--- src/hw/rtl/rlew_pkg.sv ---
// Package for the run-length word decoder.
// Holds the parse phase and status codes, the register indexes and the result record.
// No dependencies.
package rlew_pkg;

  localparam int BYTE_W  = 8;
  localparam int WORD_W  = 16;
  localparam int CFG_IDX_W = 1;

  typedef enum logic [CFG_IDX_W-1:0] {
    CFG_RUN_TAG  = 1'b0,
    CFG_DEST_CAP = 1'b1
  } cfg_idx_t;

  typedef enum logic [1:0] {
    PH_HEADER = 2'd0,
    PH_BODY   = 2'd1,
    PH_COUNT  = 2'd2,
    PH_VALUE  = 2'd3
  } phase_t;

  typedef enum logic [2:0] {
    ST_OK         = 3'd0,
    ST_ODD_SOURCE = 3'd1,
    ST_ODD_SIZE   = 3'd2,
    ST_UNDERFLOW  = 3'd3,
    ST_OVERFLOW   = 3'd4,
    ST_MISMATCH   = 3'd5
  } status_t;

  typedef struct packed {
    logic              has_run;
    logic [WORD_W-1:0] run_value;
    logic [WORD_W-1:0] run_length;
    logic              done_res;
    status_t           status;
    logic [WORD_W-1:0] decoded_words;
  } res_t;

endpackage

--- src/hw/rtl/rlew_parser.sv ---
// Byte pairing, phase machine and word accounting of the run-length word decoder.
// Depends on rlew_pkg; produces at most one result record per accepted byte.
module rlew_parser
  import rlew_pkg::*;
(
  input  logic              clk,
  input  logic              rst_n,
  input  logic              acc,
  input  logic [BYTE_W-1:0] src_byte,
  input  logic              last_byte,
  input  logic [WORD_W-1:0] run_tag,
  input  logic [WORD_W-1:0] dest_capacity,
  output logic              res_valid,
  output res_t              res
);

  logic              pend_r, pend_nxt;
  logic [BYTE_W-1:0] low_r, low_nxt;
  phase_t            phase_r, phase_nxt;
  logic [WORD_W-1:0] size_r, size_nxt;
  logic [WORD_W-1:0] cnt_r, cnt_nxt;
  logic [WORD_W-1:0] words_r, words_nxt;
  status_t           err_r, err_nxt;

  logic [WORD_W-1:0] word;
  logic [WORD_W-1:0] take_len;
  logic [WORD_W:0]   take_sum;
  logic              take_over;
  logic              emit;
  logic [WORD_W-1:0] emit_val;
  logic [WORD_W-1:0] emit_len;
  status_t           end_status;

  always_ff @(posedge clk) begin
    if (!rst_n) begin
      pend_r  <= 1'b0;
      low_r   <= '0;
      phase_r <= PH_HEADER;
      size_r  <= '0;
      cnt_r   <= '0;
      words_r <= '0;
      err_r   <= ST_OK;
    end else if (acc) begin
      pend_r  <= pend_nxt;
      low_r   <= low_nxt;
      phase_r <= phase_nxt;
      size_r  <= size_nxt;
      cnt_r   <= cnt_nxt;
      words_r <= words_nxt;
      err_r   <= err_nxt;
    end
  end

  assign word      = {src_byte, low_r};
  // A literal counts one word, a run counts its stored length.
  assign take_len  = (phase_r == PH_VALUE) ? cnt_r : WORD_W'(1);
  assign take_sum  = {1'b0, words_r} + {1'b0, take_len};
  assign take_over = take_sum > {1'b0, dest_capacity};

  always_comb begin
    pend_nxt   = pend_r;
    low_nxt    = low_r;
    phase_nxt  = phase_r;
    size_nxt   = size_r;
    cnt_nxt    = cnt_r;
    words_nxt  = words_r;
    err_nxt    = err_r;
    emit       = 1'b0;
    emit_val   = '0;
    emit_len   = '0;
    end_status = ST_OK;

    if (!pend_r) begin
      low_nxt  = src_byte;
      pend_nxt = 1'b1;
    end else begin
      pend_nxt = 1'b0;
      if (err_r == ST_OK) begin
        unique case (phase_r)
          PH_HEADER: begin
            size_nxt  = word;
            phase_nxt = PH_BODY;
            if (word[0]) err_nxt = ST_ODD_SIZE;
          end
          PH_BODY: begin
            if (word != run_tag) begin
              if (take_over) begin
                err_nxt = ST_OVERFLOW;
              end else begin
                words_nxt = take_sum[WORD_W-1:0];
                emit      = 1'b1;
                emit_val  = word;
                emit_len  = WORD_W'(1);
              end
            end else begin
              phase_nxt = PH_COUNT;
            end
          end
          PH_COUNT: begin
            cnt_nxt   = word;
            phase_nxt = PH_VALUE;
          end
          PH_VALUE: begin
            phase_nxt = PH_BODY;
            if (take_over) begin
              err_nxt = ST_OVERFLOW;
            end else begin
              words_nxt = take_sum[WORD_W-1:0];
              // drop zero-length runs
              if (cnt_r != '0) begin
                emit     = 1'b1;
                emit_val = word;
                emit_len = cnt_r;
              end
            end
          end
          default: phase_nxt = PH_HEADER;
        endcase
      end
    end

    if (last_byte) begin
      if (!pend_r)
        end_status = ST_ODD_SOURCE;
      else if (err_nxt != ST_OK)
        end_status = err_nxt;
      else if (phase_nxt == PH_COUNT || phase_nxt == PH_VALUE)
        end_status = ST_UNDERFLOW;
      else if (words_nxt != {1'b0, size_nxt[WORD_W-1:1]})
        end_status = ST_MISMATCH;
    end

    res_valid         = acc && (emit || last_byte);
    res.has_run       = emit;
    res.run_value     = emit_val;
    res.run_length    = emit_len;
    res.done_res      = last_byte;
    res.status        = end_status;
    res.decoded_words = words_nxt;

    // End of stream: return all stream state to its reset value.
    if (last_byte) begin
      pend_nxt  = 1'b0;
      low_nxt   = '0;
      phase_nxt = PH_HEADER;
      size_nxt  = '0;
      cnt_nxt   = '0;
      words_nxt = '0;
      err_nxt   = ST_OK;
    end
  end

  a_status_only_on_done: assert property (@(posedge clk) disable iff (!rst_n)
    res_valid && res.status != ST_OK |-> res.done_res)
    else $error("status set on a result that does not end the stream");

  a_run_nonzero: assert property (@(posedge clk) disable iff (!rst_n)
    res_valid && res.has_run |-> res.run_length != '0 && err_r == ST_OK)
    else $error("descriptor emitted with zero length or under an error");

  a_clear_after_last: assert property (@(posedge clk) disable iff (!rst_n)
    acc && last_byte |=> phase_r == PH_HEADER && words_r == '0 && !pend_r && err_r == ST_OK)
    else $error("stream state not cleared after the last byte");

endmodule

--- src/hw/rtl/rlew_out_buf.sv ---
// Two-entry result queue of the run-length word decoder.
// Depends on rlew_pkg; parts the parser from a stalling receiver.
module rlew_out_buf
  import rlew_pkg::*;
(
  input  logic clk,
  input  logic rst_n,
  input  logic push,
  input  res_t push_data,
  output logic full,
  output logic out_valid,
  input  logic out_stall,
  output res_t out_data
);

  res_t       mem_r [2];
  logic       wr_ptr_r, wr_ptr_nxt;
  logic       rd_ptr_r, rd_ptr_nxt;
  logic [1:0] count_r, count_nxt;
  logic       pop;

  assign full      = count_r == 2'd2;
  assign out_valid = count_r != 2'd0;
  assign out_data  = mem_r[rd_ptr_r];
  assign pop       = out_valid && !out_stall;

  always_comb begin
    wr_ptr_nxt = push ? ~wr_ptr_r : wr_ptr_r;
    rd_ptr_nxt = pop ? ~rd_ptr_r : rd_ptr_r;
    count_nxt  = count_r + {1'b0, push} - {1'b0, pop};
  end

  always_ff @(posedge clk) begin
    if (!rst_n) begin
      wr_ptr_r <= 1'b0;
      rd_ptr_r <= 1'b0;
      count_r  <= 2'd0;
    end else begin
      wr_ptr_r <= wr_ptr_nxt;
      rd_ptr_r <= rd_ptr_nxt;
      count_r  <= count_nxt;
    end
  end

  always_ff @(posedge clk) begin
    if (push) mem_r[wr_ptr_r] <= push_data;
  end

  a_no_push_full: assert property (@(posedge clk) disable iff (!rst_n)
    push |-> !full)
    else $error("result written into a full queue");

  a_count_range: assert property (@(posedge clk) disable iff (!rst_n)
    count_r != 2'd3)
    else $error("queue count out of range");

  a_ptr_count: assert property (@(posedge clk) disable iff (!rst_n)
    (count_r == 2'd1) == (wr_ptr_r != rd_ptr_r))
    else $error("queue pointers disagree with count");

endmodule

--- src/hw/rtl/rlew_run_length_decoder_core.sv ---
// Top level of the run-length word decoder: configuration registers, parser, result queue.
// Depends on rlew_pkg, rlew_parser and rlew_out_buf.
//
// Usage:
//   The compressed stream enters one byte per transaction on in_src_byte, with
//   in_last_byte marking its final byte. Bytes pair into little-endian words;
//   the first word is the decoded size, then literals and run triples follow.
//   Each completed literal or nonzero run gives one descriptor transaction on
//   the out_ channel; the last byte always gives one, carrying out_done_res,
//   the final out_status and out_decoded_words.
//   A result is registered in the result queue before it appears on the out_ channel.
//   Throughput: one byte per cycle while in_stall is low; the parse step is
//   combinational, between the stream state registers and the two-entry result queue.
//   When the receiver stalls, the queue holds up to two results; in_stall rises
//   only when both entries are occupied.
//   Reset (synchronous, rst_n low) clears the stream state and the queue,
//   sets run_tag to 0 and dest_capacity to 65535. Write cfg_ registers only
//   while the block is idle; index 0 is run_tag, index 1 dest_capacity.
module rlew_run_length_decoder_core
  import rlew_pkg::*;
(
  input  logic                 clk,
  input  logic                 rst_n,
  input  logic                 cfg_wr_en,
  input  logic [CFG_IDX_W-1:0] cfg_index,
  input  logic [WORD_W-1:0]    cfg_wdata,
  input  logic                 in_valid,
  output logic                 in_stall,
  input  logic [BYTE_W-1:0]    in_src_byte,
  input  logic                 in_last_byte,
  output logic                 out_valid,
  input  logic                 out_stall,
  output logic                 out_has_run,
  output logic [WORD_W-1:0]    out_run_value,
  output logic [WORD_W-1:0]    out_run_length,
  output logic                 out_done_res,
  output logic [2:0]           out_status,
  output logic [WORD_W-1:0]    out_decoded_words
);

  logic [WORD_W-1:0] run_tag_r;
  logic [WORD_W-1:0] dest_cap_r;
  logic              in_acc;
  logic              res_valid;
  res_t              res;
  logic              q_full;
  res_t              q_data;

  always_ff @(posedge clk) begin
    if (!rst_n) begin
      run_tag_r  <= '0;
      dest_cap_r <= '1;
    end else if (cfg_wr_en) begin
      unique case (cfg_idx_t'(cfg_index))
        CFG_RUN_TAG:  run_tag_r  <= cfg_wdata;
        CFG_DEST_CAP: dest_cap_r <= cfg_wdata;
        default: ;
      endcase
    end
  end

  assign in_stall = q_full;
  assign in_acc   = in_valid && !in_stall;

  rlew_parser u_parser (
    .clk           (clk),
    .rst_n         (rst_n),
    .acc           (in_acc),
    .src_byte      (in_src_byte),
    .last_byte     (in_last_byte),
    .run_tag       (run_tag_r),
    .dest_capacity (dest_cap_r),
    .res_valid     (res_valid),
    .res           (res)
  );

  rlew_out_buf u_out_buf (
    .clk       (clk),
    .rst_n     (rst_n),
    .push      (res_valid),
    .push_data (res),
    .full      (q_full),
    .out_valid (out_valid),
    .out_stall (out_stall),
    .out_data  (q_data)
  );

  assign out_has_run       = q_data.has_run;
  assign out_run_value     = q_data.run_value;
  assign out_run_length    = q_data.run_length;
  assign out_done_res      = q_data.done_res;
  assign out_status        = q_data.status;
  assign out_decoded_words = q_data.decoded_words;

endmodule
--- config.mk ---
export PLATFORM = sky130hd
export DESIGN_NAME = rlew_run_length_decoder_core
export DESIGN_NICKNAME = d
export VERILOG_FILES = /design/src/hw/rtl/rlew_pkg.sv /design/src/hw/rtl/rlew_parser.sv /design/src/hw/rtl/rlew_out_buf.sv /design/src/hw/rtl/rlew_run_length_decoder_core.sv
export SDC_FILE = /design/constraint.sdc
export NUM_CORES = 1
export LEC_CHECK = 0
export BUFFER_PORTS_ARGS = -buffer_cell sky130_fd_sc_hd__buf_2
export CAP_MARGIN = 10
export CORE_MARGIN = 2
export CORE_UTILIZATION = 55
export CTS_CLUSTER_DIAMETER = 200
export DETAILED_ROUTE_END_ITERATION = 8
export GPL_TIMING_DRIVEN = 0
export PLACE_DENSITY_LB_ADDON = 0.3
export SETUP_SLACK_MARGIN = 0.15
export SYNTH_ARGS = -nofsm -noshare
export SYNTH_HDL_FRONTEND = slang
export SYNTH_SLANG_ARGS = --single-unit
--- constraint.sdc ---
create_clock -name clk -period 19.3 [get_ports clk]
set_input_delay 1.93 -clock clk [delete_from_list [all_inputs] [get_ports clk]]
set_output_delay 1.93 -clock clk [all_outputs]
set_load 0.005 [all_outputs]
## Word-level counts from Yosys, hierarchy flattened

Memories as Yosys holds them, arrays and structs flattened. A register that Yosys moved wholly into a read port is not among the register bits.
Index checks and enable logic that the tools add are counted.

- Add/subtract/negate cells: 3
- Bitwise gates (word level): 3
- Reductions and logical operators: 20
- Muxes and demuxes: 61
- Eq/ne operators: 9
- Order comparisons: 1

Operator list:

| operator | number |
|---|---|
| 2-to-1 mux 16 bit | 25 |
| one-hot mux 16 bit (2 select lines) | 3 |
| 2-to-1 mux 3 bit | 11 |
| adder 16 x 16 -> 17 bit | 1 |
| greater-than comparator 17 x 16 -> 1 bit | 1 |
| 2-to-1 mux 8 bit | 2 |
| inequality test 16 x 15 -> 1 bit | 1 |
| inequality test 16 bit | 1 |
| nonzero test 16 bit | 1 |
| 2-to-1 mux 1 bit | 13 |
| equality test 2 bit (second input constant) | 5 |
| one-hot mux 3 bit (3 select lines) | 1 |
| 2-to-1 mux 2 bit | 4 |
| nonzero test 2 bit | 4 |
| one-hot mux 2 bit (3 select lines) | 1 |
| AND reduction 2 bit | 3 |
| AND reduction 4 bit | 1 |
| logical AND 1 bit | 3 |
| logical NOT 3 bit | 1 |
| inverter 1 bit | 3 |
| nonzero test 3 bit | 1 |
| adder 2 x 1 -> 2 bit | 1 |
| equality test 2 x 1 -> 1 bit (second input constant) | 1 |
| logical NOT 1 bit | 2 |
| 6 further kinds | 7 |

- RAM bits: 106
- Output and inout port bits: 55
- Logic and storage cells: 110
- Register bits after elaboration: 97
- Memories: 1
- Input bits: 31

Memories:

| memory | words | bits a word | read ports | clocked after Yosys merged registers in | write ports | RTL line | source |
|---|---|---|---|---|---|---|---|
| u_out_buf.mem_r | 2 | 53 | 1 | 1 | 1 | rlew_out_buf.sv:16 | `res_t mem_r [2];` |

## Logic depth before layout (Yosys ltp)

- Depth after elaboration: 15
- Gate-level depth with buffers: 25
- Gate-level depth less buffers: 24

## Modules after synthesis

Synthesis repeated with hierarchy kept, for this count alone.

- Cell total of the unflattened synthesis: 895
- Area total of the unflattened synthesis: 10329.9 um2

By module, submodules not included:

| module | sequential area each (um2) | cells each | area an instance (um2) | times used |
|---|---|---|---|---|
| rlew_parser | 1221.2 | 563 | 4640.7 | 1 |
| rlew_out_buf | 3283.1 | 188 | 4325.4 | 1 |
| rlew_run_length_decoder_core | 640.6 | 144 | 1363.8 | 1 |

## Worst setup path after synthesis

Ideal clock, no wire load.

- Kind: register -> register
- From: reg u_parser.phase_r[1]
- To: mem u_out_buf.mem_r[0][0] (netlist bit) (enable)
- Path buffers: 3
- Path slack: 11.842 ns
- Clock period less this slack: 7.458 ns
- Library setup time: 0.466 ns
- Arrival: 6.992 ns
- Cell stages (with the launch flop): 20
- Required time: 18.834 ns
- Path through: dfxtp_1 -> clkbuf_1 -> clkbuf_1 -> and3_1 -> ha_1 -> clkbuf_1 -> a21o_1 -> a31o_2 -> a221oi_1 -> a31oi_1 -> mux2_2 -> o2111ai_1 -> ha_1 -> or4_1 -> o311ai_0 -> nor2_1 -> or4_1 -> a2111oi_4 -> o21ai_1 -> nor2_1

- Word-level cells in the longest chain between the ends: 13
- Elaborated cells on any way between the ends: 15
- Classes of those cells: 1 x add/sub; 1 x order compare; 2 x eq/ne; 9 x mux; 2 x reduce/logical

RTL lines:

| item | RTL line | source |
|---|---|---|
| from (decl) | rlew_parser.sv:19 | `phase_t phase_r, phase_nxt;` |
| from (signal assigned) | rlew_parser.sv:46 | `phase_r <= phase_nxt;` |
| equality test 2 bit | rlew_parser.sv:56, rlew_parser.sv:79 |  |
| 2-to-1 mux 16 bit | rlew_parser.sv:56 | `assign take_len = (phase_r == PH_VALUE) ? cnt_r : WORD_W'(1);` |
| adder 16 x 16 -> 17 bit | rlew_parser.sv:57 | `assign take_sum = {1'b0, words_r} + {1'b0, take_len};` |
| greater-than comparator 17 x 16 -> 1 bit | rlew_parser.sv:58 | `assign take_over = take_sum > {1'b0, dest_capacity};` |
| 2-to-1 mux 1 bit | rlew_parser.sv:87 | `if (take_over) begin` |
| 2-to-1 mux 1 bit | rlew_parser.sv:86 | `if (word != run_tag) begin` |
| one-hot mux 1 bit (2 select lines) * | rlew_parser.sv:79 | `unique case (phase_r)` |
| 2-to-1 mux 1 bit * | rlew_parser.sv:78 | `if (err_r == ST_OK) begin` |
| 2-to-1 mux 1 bit * | rlew_parser.sv:73 | `if (!pend_r) begin` |
| logical OR 1 bit * | rlew_parser.sv:133 | `res_valid = acc && (emit \|\| last_byte);` |
| logical AND 1 bit * | rlew_parser.sv:133 |  |
| 2-to-1 mux 1 bit * | rlew_out_buf.sv:46 | `if (push) mem_r[wr_ptr_r] <= push_data;` |
| 2-to-1 mux 1 bit (not written as such) * | rlew_out_buf.sv:46 |  |
| to (decl) | rlew_out_buf.sv:16 |  |

Mark *: on every way between the ends. The rest lies on a longest branch, timed or not.

## Worst setup path after layout

- From: reg u_parser.phase_r[1]
- To: mem u_out_buf.mem_r[1][25] (netlist bit) (enable)

The elaborated chain is that of the path after synthesis.

==> impl_metrics.py <==
metrics = {
    "drt": {
        "drc": 0,
        "ant_nets": 0,
        "routed_via_density": 5.946,
        "drtIter0Drc": 711,
        "dr.pass1.iters": 6,
        "dr_total_vias": 7664,
        "wl_um": 25000,
        "wire_per_inst_um": 19.39,
    },
    "timing": {
        "fin_setup_tns_ns": 0,
        "period_minus_slack_ns": 7.760,
        "setup_violations": 0,
        "worst_pin_slew_ns": 1.204,
        "rsz0062_at_grt": "false",
        "fmax_mhz": 128.9,
        "slew_headroom_pct": 18.72,
        "clock_skew_ns": 0.01364,
        "hold_violations": 0,
        "hold_slack_ns": 0.4772,
        "fin_crit_sh_pct": 40.21,
        "slew_viol_final": 0,
    },
    "grt": {
        "grt_first_pass_wirelength_um": 39440,
        "grt_antenna_before_repair": 0,
        "grtUsageTotal_pct": 25.33,
        "first_global_vias": 7423,
        "grt_max_degree": 29,
        "grt_overflow_total": 0,
    },
    "die": {
        "initial_core_util_pct": 56.12,
        "fp.dieH_um": 139.6,
        "core-area_sq_um": 18020,
        "fp-row-count": 49,
        "die_x_um": 139.6,
        "num_io_pins": 86,
        "dieArea_sq_um": 19490,
    },
    "place": {
        "io_buffers": 85,
        "place_congestion": 0.9879,
        "dp_hpwl_um": 18700,
    },
    "cells_and_area": {
        "areaGrowthSynthToFinish_pct": 14.28,
        "drive_gt1_share_pct": 18.87,
        "num-fill-cells": 1479,
        "diodes": 0,
        "seqCellArea_sq_um": 5145,
        "post-route-util_pct": 64.13,
        "multiInputGateArea_sq_um": 4638,
        "nets": 1111,
    },
    "synth": {
        "yosysWarningCount": 0,
        "yosys.area.top_type": "edfxtp_1",
        "synthTopCellsByCount": "edfxtp_1 (106), dfxtp_1 (98), nand2_1 (96)",
        "netlist_area_sq_um": 10110,
        "synth_edf_count": 106,
        "async_flop_share_pct": 0,
        "ys.flop_type": "edfxtp_1",
        "synth_top_area_share_pct": 31.47,
        "synthCells": 935,
        "synth_fp_nets": 1001,
        "yosysMostFrequentCell": "edfxtp_1",
        "ys_top_cells_by_area": "edfxtp_1 (31%), dfxtp_1 (19%), mux2_2 (6.9%), ha_1 (4.2%), a22oi_1 (3.6%)",
        "synth_cell_types": 71,
        "ys_seq_area_share_pct": 50.87,
        "avgSynthCellArea_sq_um": 10.82,
        "synth_seq_cells": 204,
    },
    "status": {
        "outcome": "completed",
    },
    "job": {
        "cap_viol_max_count": 0,
    },
    "power_and_ir_drop": {
        "peakVddDrop_uv": 76.54,
        "power.leakage_nw": 4.595,
        "p_per_area_nw_per_um2": 90.86,
    },
    "clocking": {
        "insertion_delay_ns": 0.50,
        "htree_levels": 1,
        "ctsResizeCount": 0,
        "ctsRootBufferMaster": "clkbuf_16",
        "numCtsBuffers": 21,
        "hold_buffers": 0,
        "clkTransAtPathRegs_ns": 0.06,
        "post_cts_buffers": 0,
        "cts_sinks": 204,
        "clk_path_buf_depth": 3,
        "tritoncts": "built",
    },
    "hold_path": {
        "hold_path.class": "flip-flop to flip-flop",
    },
    "worst_setup_path": {
        "crit_type": "flip-flop to flip-flop",
        "start_kind": "flip-flop",
        "required_ns": 19.49,
        "endpoint_kind": "flip-flop",
        "crit_fanout": 27,
        "arrival_ns": 7.95,
    },
}
[critical path: stages, from the launching register on]
cell and delay (ns):
dfxtp_1 0.37, clkbuf_1 0.24, nand2_1 0.21, or2_2 0.15, ha_1 0.16, inv_1 0.06, fa_1 0.42, nand2b_1 0.19
a211oi_1 0.53, o21ai_0 0.32, o311ai_0 1.04, ha_1 0.29, nand4_1 0.09, nor4_1 0.17, o21bai_1 0.23, o41ai_1 0.24
or4_1 0.67, a2111oi_4 0.68, o21ai_1 0.33, nor2_4 0.75, buf_12 0.28
[flip-flops by register name, indices dropped and copies added, names as in the netlist, named ones only]
signal              flops
u_parser.err_r          3
u_out_buf.count_r       2
run_tag_r              16
u_parser.phase_r        2
u_out_buf.wr_ptr_r      1
u_parser.low_r          8
u_parser.size_r        15
u_parser.pend_r         1
u_out_buf.rd_ptr_r      1
u_parser.words_r       16
dest_cap_r             16
u_out_buf.mem_r       106
u_parser.cnt_r         16
[cell type report]
type	instances	area share, %
buffer	52	1.829
inverter	36	1.169
timing repair buffer	87	4.027
multi-input combinational	643	40.13
tap	229	2.479
clock inverter	9	0.6711
sequential	204	44.51
clock buffer	29	5.185
[metal layers]
| layer | vias to the layer above | share of wire, % | GRT usage, % |
|---|---|---|---|
| li1 | 3638 | - | - |
| met1 | 3651 | 44 | 35.19 |
| met2 | 317 | 45 | 40.79 |
| met3 | 58 | 8.1 | 4.267 |
| met4 | 0 | 3.0 | 8.263 |
| met5 | - | 0 | 0 |
[cells by family after synthesis]
group	after synthesis	share of synthesized area (%)
mux	82	9.005
xor+xnor	33	2.857
fa+ha+maj	35	4.404
flops	204	50.87
simple gates	311	16.22
compound gates	182	13.22
buf+inv	88	3.426
[layout by cell type (no fill, tap or decap), types with 4 or more instances in the layout]
cell,n
a21boi_0,17
a21o_1,5
a21oi_1,18
a22oi_1,49
a31oi_1,6
and2_1,44
and3_1,16
buf_1,4
buf_2,86
clkbuf_1,47
clkbuf_16,21
clkbuf_8,4
clkinv_1,4
dfxtp_1,98
edfxtp_1,106
ha_1,34
inv_1,36
mux2_2,62
mux2i_1,19
nand2_1,96
nand2b_1,6
nand3_1,8
nand3b_1,4
nand4_1,9
nor2_1,31
nor2b_1,57
nor3_1,7
nor4_1,13
o211ai_1,19
o21ai_0,20
xnor2_1,10
xor2_1,23
[worst paths after layout]
path                                    start                                to  slack [ns]  depth (start not counted)
max reg2reg  u_parser.phase_r[1]$_SDFFE_PN0P_  u_out_buf.mem_r[1][25]$_DFFE_PP_       11.54                         20
min                 run_tag_r[1]$_SDFFE_PN0P_         run_tag_r[1]$_SDFFE_PN0P_        0.48                          2
max          u_parser.phase_r[1]$_SDFFE_PN0P_  u_out_buf.mem_r[1][25]$_DFFE_PP_       11.54                         20
min reg2reg         run_tag_r[1]$_SDFFE_PN0P_         run_tag_r[1]$_SDFFE_PN0P_        0.48                          2
[stage by stage]
stage	instance area [sq um]	power, mW	setup WS, ns	cells
global placement	10830	0.6605	9.276	1249
floorplan	10110	0.6011	11.84	935
global route	11560	1.090	10.98	1289
CTS	11560	1.059	11.56	1289
detailed placement	10880	0.6649	11.62	1251
finish	11560	1.050	11.54	1289
[power breakdown]
part	internal (mW)	leakage [nW]	switching [mW]
registers	0.477	1.79	0.00920
logic	0.0777	2.48	0.0907
clock network	0.231	0.325	0.164
Power figures use the tool's default switching activity.
